## src/design/fct_pkg.sv

```systemverilog
package fct_pkg;

    localparam int IV_W      = 27;
    localparam int STAB_W    = 9;
    localparam int VB_W      = 30;
    localparam int DATA_W    = 32;
    localparam int QUO_W     = 8;
    localparam int CNT_W     = $clog2(QUO_W);
    localparam int N_VIDEO   = 5;

    localparam logic [IV_W-1:0]   IV_MIN        = 27'd2000000;
    localparam logic [IV_W-1:0]   IV_MAX        = 27'd100000000;
    localparam logic [IV_W-1:0]   STEP_FLOOR    = 27'd250000;
    localparam logic [STAB_W-1:0] STAB_RESET    = 9'd128;
    localparam logic [STAB_W-1:0] STAB_FULL     = 9'd256;
    localparam logic [STAB_W-1:0] STAB_STABLE   = 9'd224;
    localparam logic [STAB_W-1:0] STAB_UNSTABLE = 9'd64;
    localparam logic [IV_W-1:0]   TOL_FLOOR     = 27'd300000;
    localparam logic [VB_W-1:0]   PRED_FLOOR    = 30'd100000;
    localparam logic [VB_W-1:0]   VBLANK_RESET  = 30'd16666666;

    localparam logic [IV_W-1:0] VIDEO_PERIOD [N_VIDEO] = '{
        27'd16666666, 27'd20000000, 27'd33333333, 27'd40000000, 27'd41666666
    };

    localparam logic [1:0] CLS_HIGH     = 2'd0;
    localparam logic [1:0] CLS_VIDEO    = 2'd1;
    localparam logic [1:0] CLS_VARIABLE = 2'd2;
    localparam logic [1:0] CLS_UNSTABLE = 2'd3;

    typedef enum logic [2:0] {
        S_IDLE,
        S_PREP,
        S_DIV,
        S_STAB,
        S_PRED,
        S_DONE
    } t_state;

    typedef struct packed {
        logic            start;
        logic [IV_W-1:0] num;
        logic [IV_W-1:0] den;
    } t_div_req;

    typedef struct packed {
        logic             done;
        logic [QUO_W-1:0] quo;
    } t_div_rsp;

    function automatic logic [IV_W-1:0] video_tol(input logic [IV_W-1:0] p);
        logic [IV_W-1:0] t;
        t = p >> 6;
        return (t < TOL_FLOOR) ? TOL_FLOOR : t;
    endfunction

endpackage

```

## src/design/fct_div.sv

```systemverilog
module fct_div
    import fct_pkg::*;
(
    input  logic     i_clk,
    input  logic     i_rst_n,
    input  t_div_req i_req,
    output t_div_rsp o_rsp
);

    logic             r_busy;
    logic             r_done;
    logic [CNT_W-1:0] r_cnt;
    logic [IV_W:0]    r_rem;
    logic [IV_W-1:0]  r_den;
    logic [QUO_W-1:0] r_quo;

    logic [IV_W:0]    n_rem_sh;
    logic             n_ge;

    // one restoring step per cycle; numerator is below the divisor on entry
    assign n_rem_sh = {r_rem[IV_W-1:0], 1'b0};
    assign n_ge     = n_rem_sh >= {1'b0, r_den};

    always_ff @(posedge i_clk) begin
        if (!i_rst_n) begin
            r_busy <= 1'b0;
            r_done <= 1'b0;
            r_cnt  <= '0;
        end else begin
            r_done <= 1'b0;
            if (i_req.start) begin
                r_busy <= 1'b1;
                r_cnt  <= '0;
            end else if (r_busy) begin
                r_cnt <= r_cnt + 1'b1;
                if (r_cnt == CNT_W'(QUO_W - 1)) begin
                    r_busy <= 1'b0;
                    r_done <= 1'b1;
                end
            end
        end
    end

    always_ff @(posedge i_clk) begin
        if (i_req.start) begin
            r_rem <= {1'b0, i_req.num};
            r_den <= i_req.den;
            r_quo <= '0;
        end else if (r_busy) begin
            r_rem <= n_ge ? (n_rem_sh - {1'b0, r_den}) : n_rem_sh;
            r_quo <= {r_quo[QUO_W-2:0], n_ge};
        end
    end

    assign o_rsp.done = r_done;
    assign o_rsp.quo  = r_quo;

endmodule

```

## src/design/frame_cadence_tracker_core.sv

```systemverilog
// One item at a time: a new interval is taken only in the idle state, after the previous
//   one has passed the prepare, divide, stability, prediction and done states.
// Out-of-range or first stored intervals skip the 8-step serial divider and the stability state.
// A finished result waits in the output register while the next item is taken.
// Reset (synchronous, active low): stability 128, stored interval and prediction 0,
//   vblank period 16666666 ns, no result pending.
module frame_cadence_tracker_core
    import fct_pkg::*;
(
    input  logic              i_clk,
    input  logic              i_rst_n,
    input  logic              i_cfg_we,
    input  logic [VB_W-1:0]   i_cfg_wdata,
    input  logic              i_valid,
    output logic              o_ready,
    input  logic [DATA_W-1:0] i_interval_ns,
    input  logic              i_render_valid,
    input  logic [DATA_W-1:0] i_render_ns,
    output logic              o_valid,
    input  logic              i_ready,
    output logic [STAB_W-1:0] o_stability_level,
    output logic [DATA_W-1:0] o_predicted_render_ns,
    output logic [1:0]        o_cadence_class
);

    t_state r_state, n_state;

    logic [VB_W-1:0]   r_vblank;
    logic [IV_W-1:0]   r_last;
    logic [STAB_W-1:0] r_stab;
    logic [DATA_W-1:0] r_pred;
    logic [DATA_W-1:0] r_iv;
    logic              r_rv;
    logic [DATA_W-1:0] r_rn;
    logic              r_out_valid;
    logic [STAB_W-1:0] r_out_stab;
    logic [DATA_W-1:0] r_out_pred;
    logic [1:0]        r_out_cls;

    logic in_ready, do_prep, do_stab, do_pred, out_load;

    t_div_req div_req;
    t_div_rsp div_rsp;

    // interval filter
    logic            n_out_range, n_first;
    logic [IV_W-1:0] n_iv, n_step, n_lo_raw, n_lo, n_hi, n_filt, n_diff;
    logic [IV_W:0]   n_hi_raw;

    assign n_out_range = (r_iv < {5'd0, IV_MIN}) || (r_iv > {5'd0, IV_MAX});
    assign n_first     = (r_last == '0);
    assign n_iv        = r_iv[IV_W-1:0];

    always_comb begin
        n_step   = r_last >> 1;
        if (n_step < STEP_FLOOR) n_step = STEP_FLOOR;
        n_lo_raw = (r_last > n_step) ? (r_last - n_step) : '0;
        n_lo     = (n_lo_raw < IV_MIN) ? IV_MIN : n_lo_raw;
        n_hi_raw = {1'b0, r_last} + {1'b0, n_step};
        n_hi     = (n_hi_raw > {1'b0, IV_MAX}) ? IV_MAX : n_hi_raw[IV_W-1:0];
        n_filt   = n_iv;
        if (n_filt < n_lo) n_filt = n_lo;
        if (n_filt > n_hi) n_filt = n_hi;
        n_diff   = (n_filt >= r_last) ? (n_filt - r_last) : (r_last - n_filt);
    end

    assign div_req.start = do_prep && !n_out_range && !n_first;
    assign div_req.num   = n_diff;
    assign div_req.den   = r_last;

    fct_div u_div (
        .i_clk   (i_clk),
        .i_rst_n (i_rst_n),
        .i_req   (div_req),
        .o_rsp   (div_rsp)
    );

    // stability average: slow rise, fast fall
    logic [STAB_W-1:0] n_sample, n_stab;
    logic [11:0]       n_rise;
    logic [STAB_W:0]   n_fall;

    assign n_sample = STAB_FULL - {1'b0, div_rsp.quo};
    assign n_rise   = ({r_stab, 3'b000} - {3'b000, r_stab}) + {3'b000, n_sample};
    assign n_fall   = {1'b0, r_stab} + {1'b0, n_sample};
    assign n_stab   = (n_sample > r_stab) ? n_rise[11:3] : n_fall[STAB_W:1];

    // render prediction
    logic [10:0]       n_stab3;
    logic [2:0]        n_shift, n_shift_up;
    logic [DATA_W:0]   n_up_d, n_dn_d, n_mask, n_upd, n_upd_lo, n_upd_hi;
    logic [VB_W-1:0]   n_plo;
    logic [DATA_W-1:0] n_pred;

    always_comb begin
        n_stab3    = {2'b00, r_stab} + {1'b0, r_stab, 1'b0};
        n_shift    = n_stab3[10:8] + 3'd1;
        n_shift_up = (n_shift > 3'd2) ? 3'd2 : n_shift;
        n_mask     = ({{DATA_W{1'b0}}, 1'b1} << n_shift) - 1'b1;
        n_up_d     = ({1'b0, r_rn} - {1'b0, r_pred} + 1'b1) >> n_shift_up;
        n_dn_d     = ({1'b0, r_pred} - {1'b0, r_rn} + n_mask) >> n_shift;
        n_upd      = (r_rn > r_pred) ? ({1'b0, r_pred} + n_up_d)
                                     : ({1'b0, r_pred} - n_dn_d);
        n_plo      = r_vblank >> 5;
        if (n_plo < PRED_FLOOR) n_plo = PRED_FLOOR;
        n_upd_lo   = (n_upd < {3'b000, n_plo}) ? {3'b000, n_plo} : n_upd;
        n_upd_hi   = (n_upd_lo > {1'b0, r_vblank, 2'b00}) ? {1'b0, r_vblank, 2'b00}
                                                           : n_upd_lo;
        n_pred     = n_upd_hi[DATA_W-1:0];
    end

    // cadence class
    logic              n_video;
    logic [1:0]        n_cls;
    logic [IV_W-1:0]   n_vd;
    logic [DATA_W-1:0] n_vb3;

    always_comb begin
        n_video = 1'b0;
        for (int k = 0; k < N_VIDEO; k++) begin
            n_vd = (r_last >= VIDEO_PERIOD[k]) ? (r_last - VIDEO_PERIOD[k])
                                               : (VIDEO_PERIOD[k] - r_last);
            if (n_vd <= video_tol(VIDEO_PERIOD[k])) n_video = 1'b1;
        end
        n_vb3 = {2'b00, r_vblank} + {1'b0, r_vblank, 1'b0};
        if (r_last == '0 || r_vblank == '0) begin
            n_cls = CLS_VARIABLE;
        end else if (n_video && r_stab >= STAB_STABLE) begin
            n_cls = CLS_VIDEO;
        end else if ({4'd0, r_last, 1'b0} <= n_vb3) begin
            n_cls = CLS_HIGH;
        end else if (r_stab <= STAB_UNSTABLE && {5'd0, r_last} >= {r_vblank, 2'b00}) begin
            n_cls = CLS_UNSTABLE;
        end else begin
            n_cls = CLS_VARIABLE;
        end
    end

    // sequencer
    always_comb begin
        n_state = r_state;
        case (r_state)
            S_IDLE: if (i_valid) n_state = S_PREP;
            S_PREP: n_state = (n_out_range || n_first) ? S_PRED : S_DIV;
            S_DIV:  if (div_rsp.done) n_state = S_STAB;
            S_STAB: n_state = S_PRED;
            S_PRED: n_state = S_DONE;
            S_DONE: if (!r_out_valid || i_ready) n_state = S_IDLE;
            default: n_state = S_IDLE;
        endcase
    end

    always_comb begin
        in_ready = 1'b0;
        do_prep  = 1'b0;
        do_stab  = 1'b0;
        do_pred  = 1'b0;
        out_load = 1'b0;
        case (r_state)
            S_IDLE: in_ready = 1'b1;
            S_PREP: do_prep  = 1'b1;
            S_DIV:  ;
            S_STAB: do_stab  = 1'b1;
            S_PRED: do_pred  = 1'b1;
            S_DONE: out_load = !r_out_valid || i_ready;
            default: ;
        endcase
    end

    always_ff @(posedge i_clk) begin
        if (!i_rst_n) begin
            r_state     <= S_IDLE;
            r_vblank    <= VBLANK_RESET;
            r_last      <= '0;
            r_stab      <= STAB_RESET;
            r_pred      <= '0;
            r_out_valid <= 1'b0;
        end else begin
            r_state <= n_state;
            if (i_cfg_we) r_vblank <= i_cfg_wdata;
            if (do_prep) begin
                if (n_out_range) begin
                    r_stab <= STAB_RESET;
                    r_last <= '0;
                end else begin
                    r_last <= n_iv;
                end
            end
            if (do_stab) r_stab <= n_stab;
            if (do_pred && r_rv && r_rn != '0) begin
                r_pred <= (r_pred == '0) ? r_rn : n_pred;
            end
            if (out_load) begin
                r_out_valid <= 1'b1;
            end else if (i_ready) begin
                r_out_valid <= 1'b0;
            end
        end
    end

    always_ff @(posedge i_clk) begin
        if (in_ready && i_valid) begin
            r_iv <= i_interval_ns;
            r_rv <= i_render_valid;
            r_rn <= i_render_ns;
        end
        if (out_load) begin
            r_out_stab <= r_stab;
            r_out_pred <= r_pred;
            r_out_cls  <= n_cls;
        end
    end

    assign o_ready               = in_ready;
    assign o_valid               = r_out_valid;
    assign o_stability_level     = r_out_stab;
    assign o_predicted_render_ns = r_out_pred;
    assign o_cadence_class       = r_out_cls;

    a_stab_range: assert property (@(posedge i_clk) disable iff (!i_rst_n)
        r_stab <= STAB_FULL)
        else $error("stability above full scale");

    a_busy_after_transfer: assert property (@(posedge i_clk) disable iff (!i_rst_n)
        (i_valid && o_ready) |=> !o_ready)
        else $error("ready held after input transfer");

    a_last_range: assert property (@(posedge i_clk) disable iff (!i_rst_n)
        (r_last == '0) || (r_last >= IV_MIN && r_last <= IV_MAX))
        else $error("stored interval out of range");

    a_div_done_state: assert property (@(posedge i_clk) disable iff (!i_rst_n)
        div_rsp.done |-> (r_state == S_DIV))
        else $error("divider finished outside its wait state");

endmodule

```

## config.mk

```make
export PLATFORM = sky130hd
export DESIGN_NAME = frame_cadence_tracker_core
export DESIGN_NICKNAME = d
export VERILOG_FILES = /design/src/design/fct_pkg.sv /design/src/design/fct_div.sv /design/src/design/frame_cadence_tracker_core.sv
export SDC_FILE = /design/constraint.sdc
export NUM_CORES = 2
export LEC_CHECK = 0
export BUFFER_PORTS_ARGS = -buffer_cell sky130_fd_sc_hd__buf_2
export CELL_PAD_IN_SITES_DETAIL_PLACEMENT = 1
export CELL_PAD_IN_SITES_GLOBAL_PLACEMENT = 2
export CORE_AREA = 2 2 371 300
export CTS_CLUSTER_SIZE = 28
export DETAILED_ROUTE_END_ITERATION = 6
export DIE_AREA = 0 0 373 302
export PLACE_DENSITY = 0.79
export SYNTH_ARGS = -nofsm -noshare
export SYNTH_HDL_FRONTEND = slang
export SYNTH_SLANG_ARGS = --single-unit
```

## constraint.sdc

```tcl
create_clock -name i_clk -period 17.5 [get_ports i_clk]
set_input_delay 1.75 -clock i_clk [delete_from_list [all_inputs] [get_ports i_clk]]
set_output_delay 1.75 -clock i_clk [all_outputs]
set_load 0.02 [all_outputs]
```

# Word-level counts from Yosys, hierarchy flattened
# Cells that the tools add are included.
# totals
out_inout_bits,45
inputBits,100
elab_cells,169
ff_bits,277
# op_classes
reduce_logical,27
add_sub_neg,30
bitwise_logic,2
eq_ne,9
muxes,50
shifts,3
order_cmp,30
# ops
op,count
27-bit two-way mux,15
27-bit by 19-bit <= comparator with 1-bit output (second input constant),3
27-bit subtractor,3
33-bit two-way mux,2
33-bit by 3-bit right shift with 33-bit output,2
32-bit by 32-bit subtractor with 33-bit output,2
32-bit two-way mux,2
27-bit by 25-bit greater-or-equal comparator with 1-bit output (second input constant),2
27-bit by 26-bit greater-or-equal comparator with 1-bit output (second input constant),2
27-bit by 20-bit <= comparator with 1-bit output (second input constant),2
25-bit by 27-bit subtractor with 27-bit output (first input constant),2
26-bit by 27-bit subtractor with 27-bit output (first input constant),2
27-bit by 25-bit subtractor with 27-bit output (second input constant),2
27-bit by 26-bit subtractor with 27-bit output (second input constant),2
9-bit two-way mux,4
32-bit by 33-bit adder with 33-bit output,1
33-bit by 1-bit adder with 33-bit output (second input constant),1
33-bit adder,1
33-bit by 32-bit > comparator with 1-bit output,1
33-bit by 30-bit < comparator with 1-bit output,1
1-bit by 3-bit << shifter with 33-bit output (first input constant),1
32-bit by 33-bit subtractor with 33-bit output,1
33-bit by 1-bit subtractor with 33-bit output (second input constant),1
30-bit by 31-bit adder with 32-bit output,1
54 further kinds,95

# Logic depth before layout (Yosys ltp)
# logic_depth
word_depth,13
ltp_mapped,78

# By module
# A second synthesis with hierarchy kept.
# hier_totals
hier_cells,5446
area_unflattened_um2,42254.3
# modules_own_cells
mod,instances,area_per_inst_um2,cells_each
frame_cadence_tracker_core,1,38044.0,5035
fct_div,1,4210.3,411

# Least setup slack after synthesis
# No wires, ideal clock.
# synth_path
kind,reg-to-reg
startpoint,register r_last[14]
endpoint,register u_div.r_rem[19] (data pin)
t_arrival_ns,14.372
setup_time_ns,0.311
stages_incl_launch_ff,68
path_buffers,14
slack_ns,2.817
synth_period_minus_slack_ns,14.683
cell_sequence,dfxtp_1 clkbuf_1 clkbuf_1 clkbuf_1 buf_1 o21ai_0 a31oi_1 or3_1 clkbuf_1 clkbuf_1 nand2_1 ha_1 clkbuf_1 or3_1 nor3_1 o211ai_1 a211o_1 nand3_1 [... 32 more ...] buf_1 clkbuf_1 mux2i_1 ha_1 inv_1 o21ai_0 a21o_1 a21o_1 a2111o_1 a31oi_1 o221ai_1 o41ai_1 clkbuf_1 buf_2 inv_1 a221oi_1 xor2_1 a21oi_1
# synth_between
elab_chain_cells,13
word_cells_on_any_way,22
# synth_lines
element,line,text
"start, declared",frame_cadence_tracker_core.sv:29,logic [IV_W-1:0] r_last;
"start signal, assigned",frame_cadence_tracker_core.sv:186,r_last <= n_iv;
26-bit by 18-bit < comparator with 1-bit output,frame_cadence_tracker_core.sv:56,if (n_step < STEP_FLOOR) n_step = STEP_FLOOR;
26-bit two-way mux,frame_cadence_tracker_core.sv:56,
27-bit by 26-bit subtractor with 27-bit output / 27-bit by 26-bit > comparator with 1-bit output (equally long branches),frame_cadence_tracker_core.sv:57,n_lo_raw = (r_last > n_step) ? (r_last - n_step) : '0;
27-bit two-way mux,frame_cadence_tracker_core.sv:57,
27-bit by 21-bit < comparator with 1-bit output,frame_cadence_tracker_core.sv:58,n_lo = (n_lo_raw < IV_MIN) ? IV_MIN : n_lo_raw;
27-bit two-way mux,frame_cadence_tracker_core.sv:58,
27-bit < comparator,frame_cadence_tracker_core.sv:62,if (n_filt < n_lo) n_filt = n_lo;
27-bit two-way mux,frame_cadence_tracker_core.sv:62,
27-bit > comparator,frame_cadence_tracker_core.sv:63,if (n_filt > n_hi) n_filt = n_hi;
27-bit two-way mux,frame_cadence_tracker_core.sv:63,
27-bit subtractor / 27-bit greater-or-equal comparator (equally long branches),frame_cadence_tracker_core.sv:64,n_diff = (n_filt >= r_last) ? (n_filt - r_last) : (r_last - n_filt);
27-bit two-way mux,frame_cadence_tracker_core.sv:64,
27-bit two-way mux (*),fct_div.sv:45,if (i_req.start) begin
"end signal, assigned",fct_div.sv:46,"r_rem <= {1'b0, i_req.num};"
"end signal, assigned",fct_div.sv:50,"r_rem <= n_ge ? (n_rem_sh - {1'b0, r_den}) : n_rem_sh;"
"end, declared",fct_div.sv:13,logic [IV_W:0] r_rem;
# Mark *: on every way between the ends. The rest lies on a longest branch, timed or not.
# A chain may end at the register's enable or synchronous reset.

# Worst setup path after layout
# layout_path
startpoint,register r_last[17]
endpoint,register u_div.r_rem[20] (data pin)
# The elaborated chain is that of the path after synthesis.

==> results_dict.tcl <==
set metrics [dict create \
    status "finished clean" \
    slew_viol_final 0 \
    htreeDepth 2 \
    ys_ff_latch 277 \
    timing.fmax_mhz 60.1 \
    tns_ns 0 \
    die-height_um 302 \
    final_cell_area_um2 45800 \
    clkPwrFrac 0.206 \
    cp.required_ns 17.83 \
    post_dp_cell_area_um2 44400 \
    cp_max_fo 22 \
    syn-num-nets 6149 \
    p_sw_frac 0.491 \
    io_buffers 144 \
    crit_type "register to register" \
    core_um2 109000 \
    power.density_nw_per_um2 91.9 \
    nets 6155 \
    fin_crit_sh 0.950 \
    netlist.area_leader.share 0.169 \
    synth_fa_ha_area_frac 0.188 \
    drc 0 \
    cts.clk_slew.worst_paths_ns 0.06 \
    cts_buffers 37 \
    hp-class "register to register" \
    yosys_warnings 0 \
    async_reset_ff_frac 0 \
    synthSimpleGateAreaFrac 0.200 \
    synth-edff-count 162 \
    finalClockSkew_ns 0.0370 \
    seqPwrFrac 0.188 \
    drt_iter0_markers 5168 \
    leakagePower_nw 20.0 \
    initial_core_util 0.387 \
    post_cts_buffers 0 \
    netlist-cell-type-count 128 \
    synth_top_family_by_area "compound AO/OA/AOI/OAI gates" \
    cts_tree "done" \
    first_pass_iters 7 \
    grt.total_usage 0.319 \
    dpl.hpwl_um 147000 \
    crit_path_max_incr_delay_ns 0.65 \
    endpoint_kind "register" \
    syn_avg_cell_area_um2 7.76 \
    p_sw_mw 2.06 \
    syn2layout_area_growth_pct 8.39 \
    ioPinCount 145 \
    synthXorXnorAreaFrac 0.0639 \
    synth_cells 5439 \
    drt-total-wl_um 186000 \
    cts_sinks 277 \
    relSlewSlack 0.148 \
    startpoint_type "register" \
    rows 109 \
    antenna_left 0 \
    die-area_um2 113000 \
    synth_area_leaders "ha_1 (17%), edfxtp_1 (12%), dfxtp_1 (5.5%)" \
    post_drt_via_cell_ratio 6.26 \
    worst_ep_arrival_time_ns 16.96 \
    crit_top_cell "o21a_1" \
    hold_viol_final 0 \
    synth_most_common_cell "ha_1" \
    clockBufferDepth 3 \
    maxCapViolCount 0 \
    wl_per_cell_um 26.8 \
    tightest_slew_ns 1.27 \
    vias 43300 \
    rsz0062_at_grt "false" \
    fin_crit_ns 16.63 \
    overflow 0 \
    die_w_um 373 \
    grt_pass1_wl_um 275000 \
    grt_max_degree 66 \
    synth_compound_area_frac 0.258 \
    grt_pass1_vias 41500 \
    synth_commonest_cells "ha_1 (570), nand2_1 (469), a21oi_1 (429)" \
    internal_power_mw 2.14 \
    drive_above_1_share 0.0859 \
    gp_congestion 0.952 \
    clockRootBuffer "clkbuf_16" \
    muxShareOfSynthArea 0.0586 \
    antenna_found_initial 6 \
    peakVddDrop_mv 0.0859 \
    fill_cells 13400 \
    clock_latency_ns 0.64 \
    p_comb_frac 0.606 \
    yosys.area.top_type "ha_1" \
    cpMaxStageDelayCell "or3_1" \
    synth_area_um2 42200 \
    synth_seq_area_share 0.170 \
    synthFlopType "edfxtp_1" \
    finalSetupViolCount 0 \
]
per-layer routing:
| layer | part of all wire | vias up | global-route usage | routed length [µm] |
|---|---|---|---|---|
| li1 | - | 19900 | - | - |
| met1 | 0.52 | 21500 | 0.520 | 96500 |
| met2 | 0.36 | 1710 | 0.402 | 66300 |
| met3 | 0.11 | 164 | 0.0885 | 20300 |
| met4 | 0.014 | 2 | 0.0501 | 2540 |
| met5 | 0.000070 | - | 0 | 13 |
critical path: cells and delay by family, from the launching register on:
kind | cells | cell delay [ns]
simple gates | 12 | 3.23
xor+xnor | 2 | 0.45
fa+ha+maj | 4 | 1.45
buf+inv | 3 | 1.13
compound gates | 37 | 8.62
flops | 1 | 0.32
mux | 3 | 1.11
power groups by stage:
stage                     Clock (mW)  Sequential, mW  Combinational (mW)
after global placement             0           0.803                2.42
after detailed placement           0           0.802                2.46
final                          0.868           0.790                2.55
after CTS                      0.882           0.788                2.48
after global routing           0.903           0.791                2.79
after floorplan                    0           0.765                1.76
cells by family after synthesis:
family / after synthesis
AOI/OAI and AO/OA: 1646
xor gates and xnor gates: 306
adders and majority gates: 610
buffers and inverters: 670
DFF: 277
muxes: 238
and+or+nand+nor: 1692
metrics by stage:
step                      power (mW)  utilization  hold slack, ns  instances  setup slack (ns)
after floorplan                 2.52            -           0.465       5439              2.82
after global placement          3.22        0.407           0.478       6848              1.38
after detailed placement        3.26        0.407           0.502       6848              1.01
after CTS                       4.15        0.419           0.518       6916             0.906
after global routing            4.48        0.419           0.552       6917            0.0772
final                           4.20        0.419           0.511       6918             0.867
final timing paths:
check / cells after the start / from / slack, ns / end
worst max-delay path: 61 / r_last[17] / 0.87 / u_div.r_rem[20]
worst min-delay path: 2 / u_div.r_cnt[2] / 0.51 / u_div.r_cnt[2]
worst max register to register: 61 / r_last[17] / 0.87 / u_div.r_rem[20]
worst min register to register: 2 / u_div.r_cnt[2] / 0.51 / u_div.r_cnt[2]
state kept, by name, summed over array words and instances (netlist names):
register	flops
u_div.r_cnt	3
r_rn	32
u_div.r_busy	1
u_div.r_den	27
u_div.r_quo	8
r_iv	32
r_rv	1
r_state	3
o_predicted_render_ns	32
o_valid	1
r_stab	9
o_stability_level	9
u_div.r_rem	27
r_pred	32
o_cadence_class	2
r_vblank	30
r_last	27
u_div.r_done	1
placed cells by master (no fill, tap or decap), types with 40 or more instances in the layout:
| master | n |
|---|---|
| mux2_2 | 64 |
| edfxtp_1 | 162 |
| fa_1 | 40 |
| a31oi_1 | 67 |
| a21o_1 | 142 |
| a21oi_1 | 428 |
| nand4_1 | 97 |
| and3_1 | 43 |
| a21boi_0 | 68 |
| nand2b_1 | 77 |
| xor2_1 | 82 |
| o211ai_1 | 60 |
| nor4_1 | 57 |
| or3_1 | 42 |
| nor2b_1 | 99 |
| clkbuf_16 | 40 |
| nand3_1 | 169 |
| o21ai_0 | 321 |
| buf_2 | 143 |
| a211oi_1 | 65 |
| inv_1 | 387 |
| buf_4 | 93 |
| ha_1 | 570 |
| nor2_1 | 339 |
| nor3_1 | 129 |
| nand2_1 | 469 |
| o21bai_1 | 56 |
| o21a_1 | 76 |
| mux2i_1 | 169 |
| xnor2_1 | 223 |
| dfxtp_1 | 114 |
area by class of cell:
type | instances | area, µm² | area share
Tap cell | 1443 | 1810 | 0.0394
Clock buffer | 45 | 1030 | 0.0225
Multi-Input combinational cell | 4492 | 32600 | 0.711
Clock inverter | 23 | 288 | 0.00629
Antenna cell | 1 | 2.50 | 0.0000547
Sequential cell | 277 | 7170 | 0.157
Inverter | 400 | 1500 | 0.0329
Timing Repair Buffer | 237 | 1420 | 0.0310
timing repair:
item / 4_1_cts / 5_1_grt
hold buffers: 0 / 0
resized for setup: 0 / 2
endpoints found under the setup margin: 0 / 18
Power figures use the tool's default switching activity.
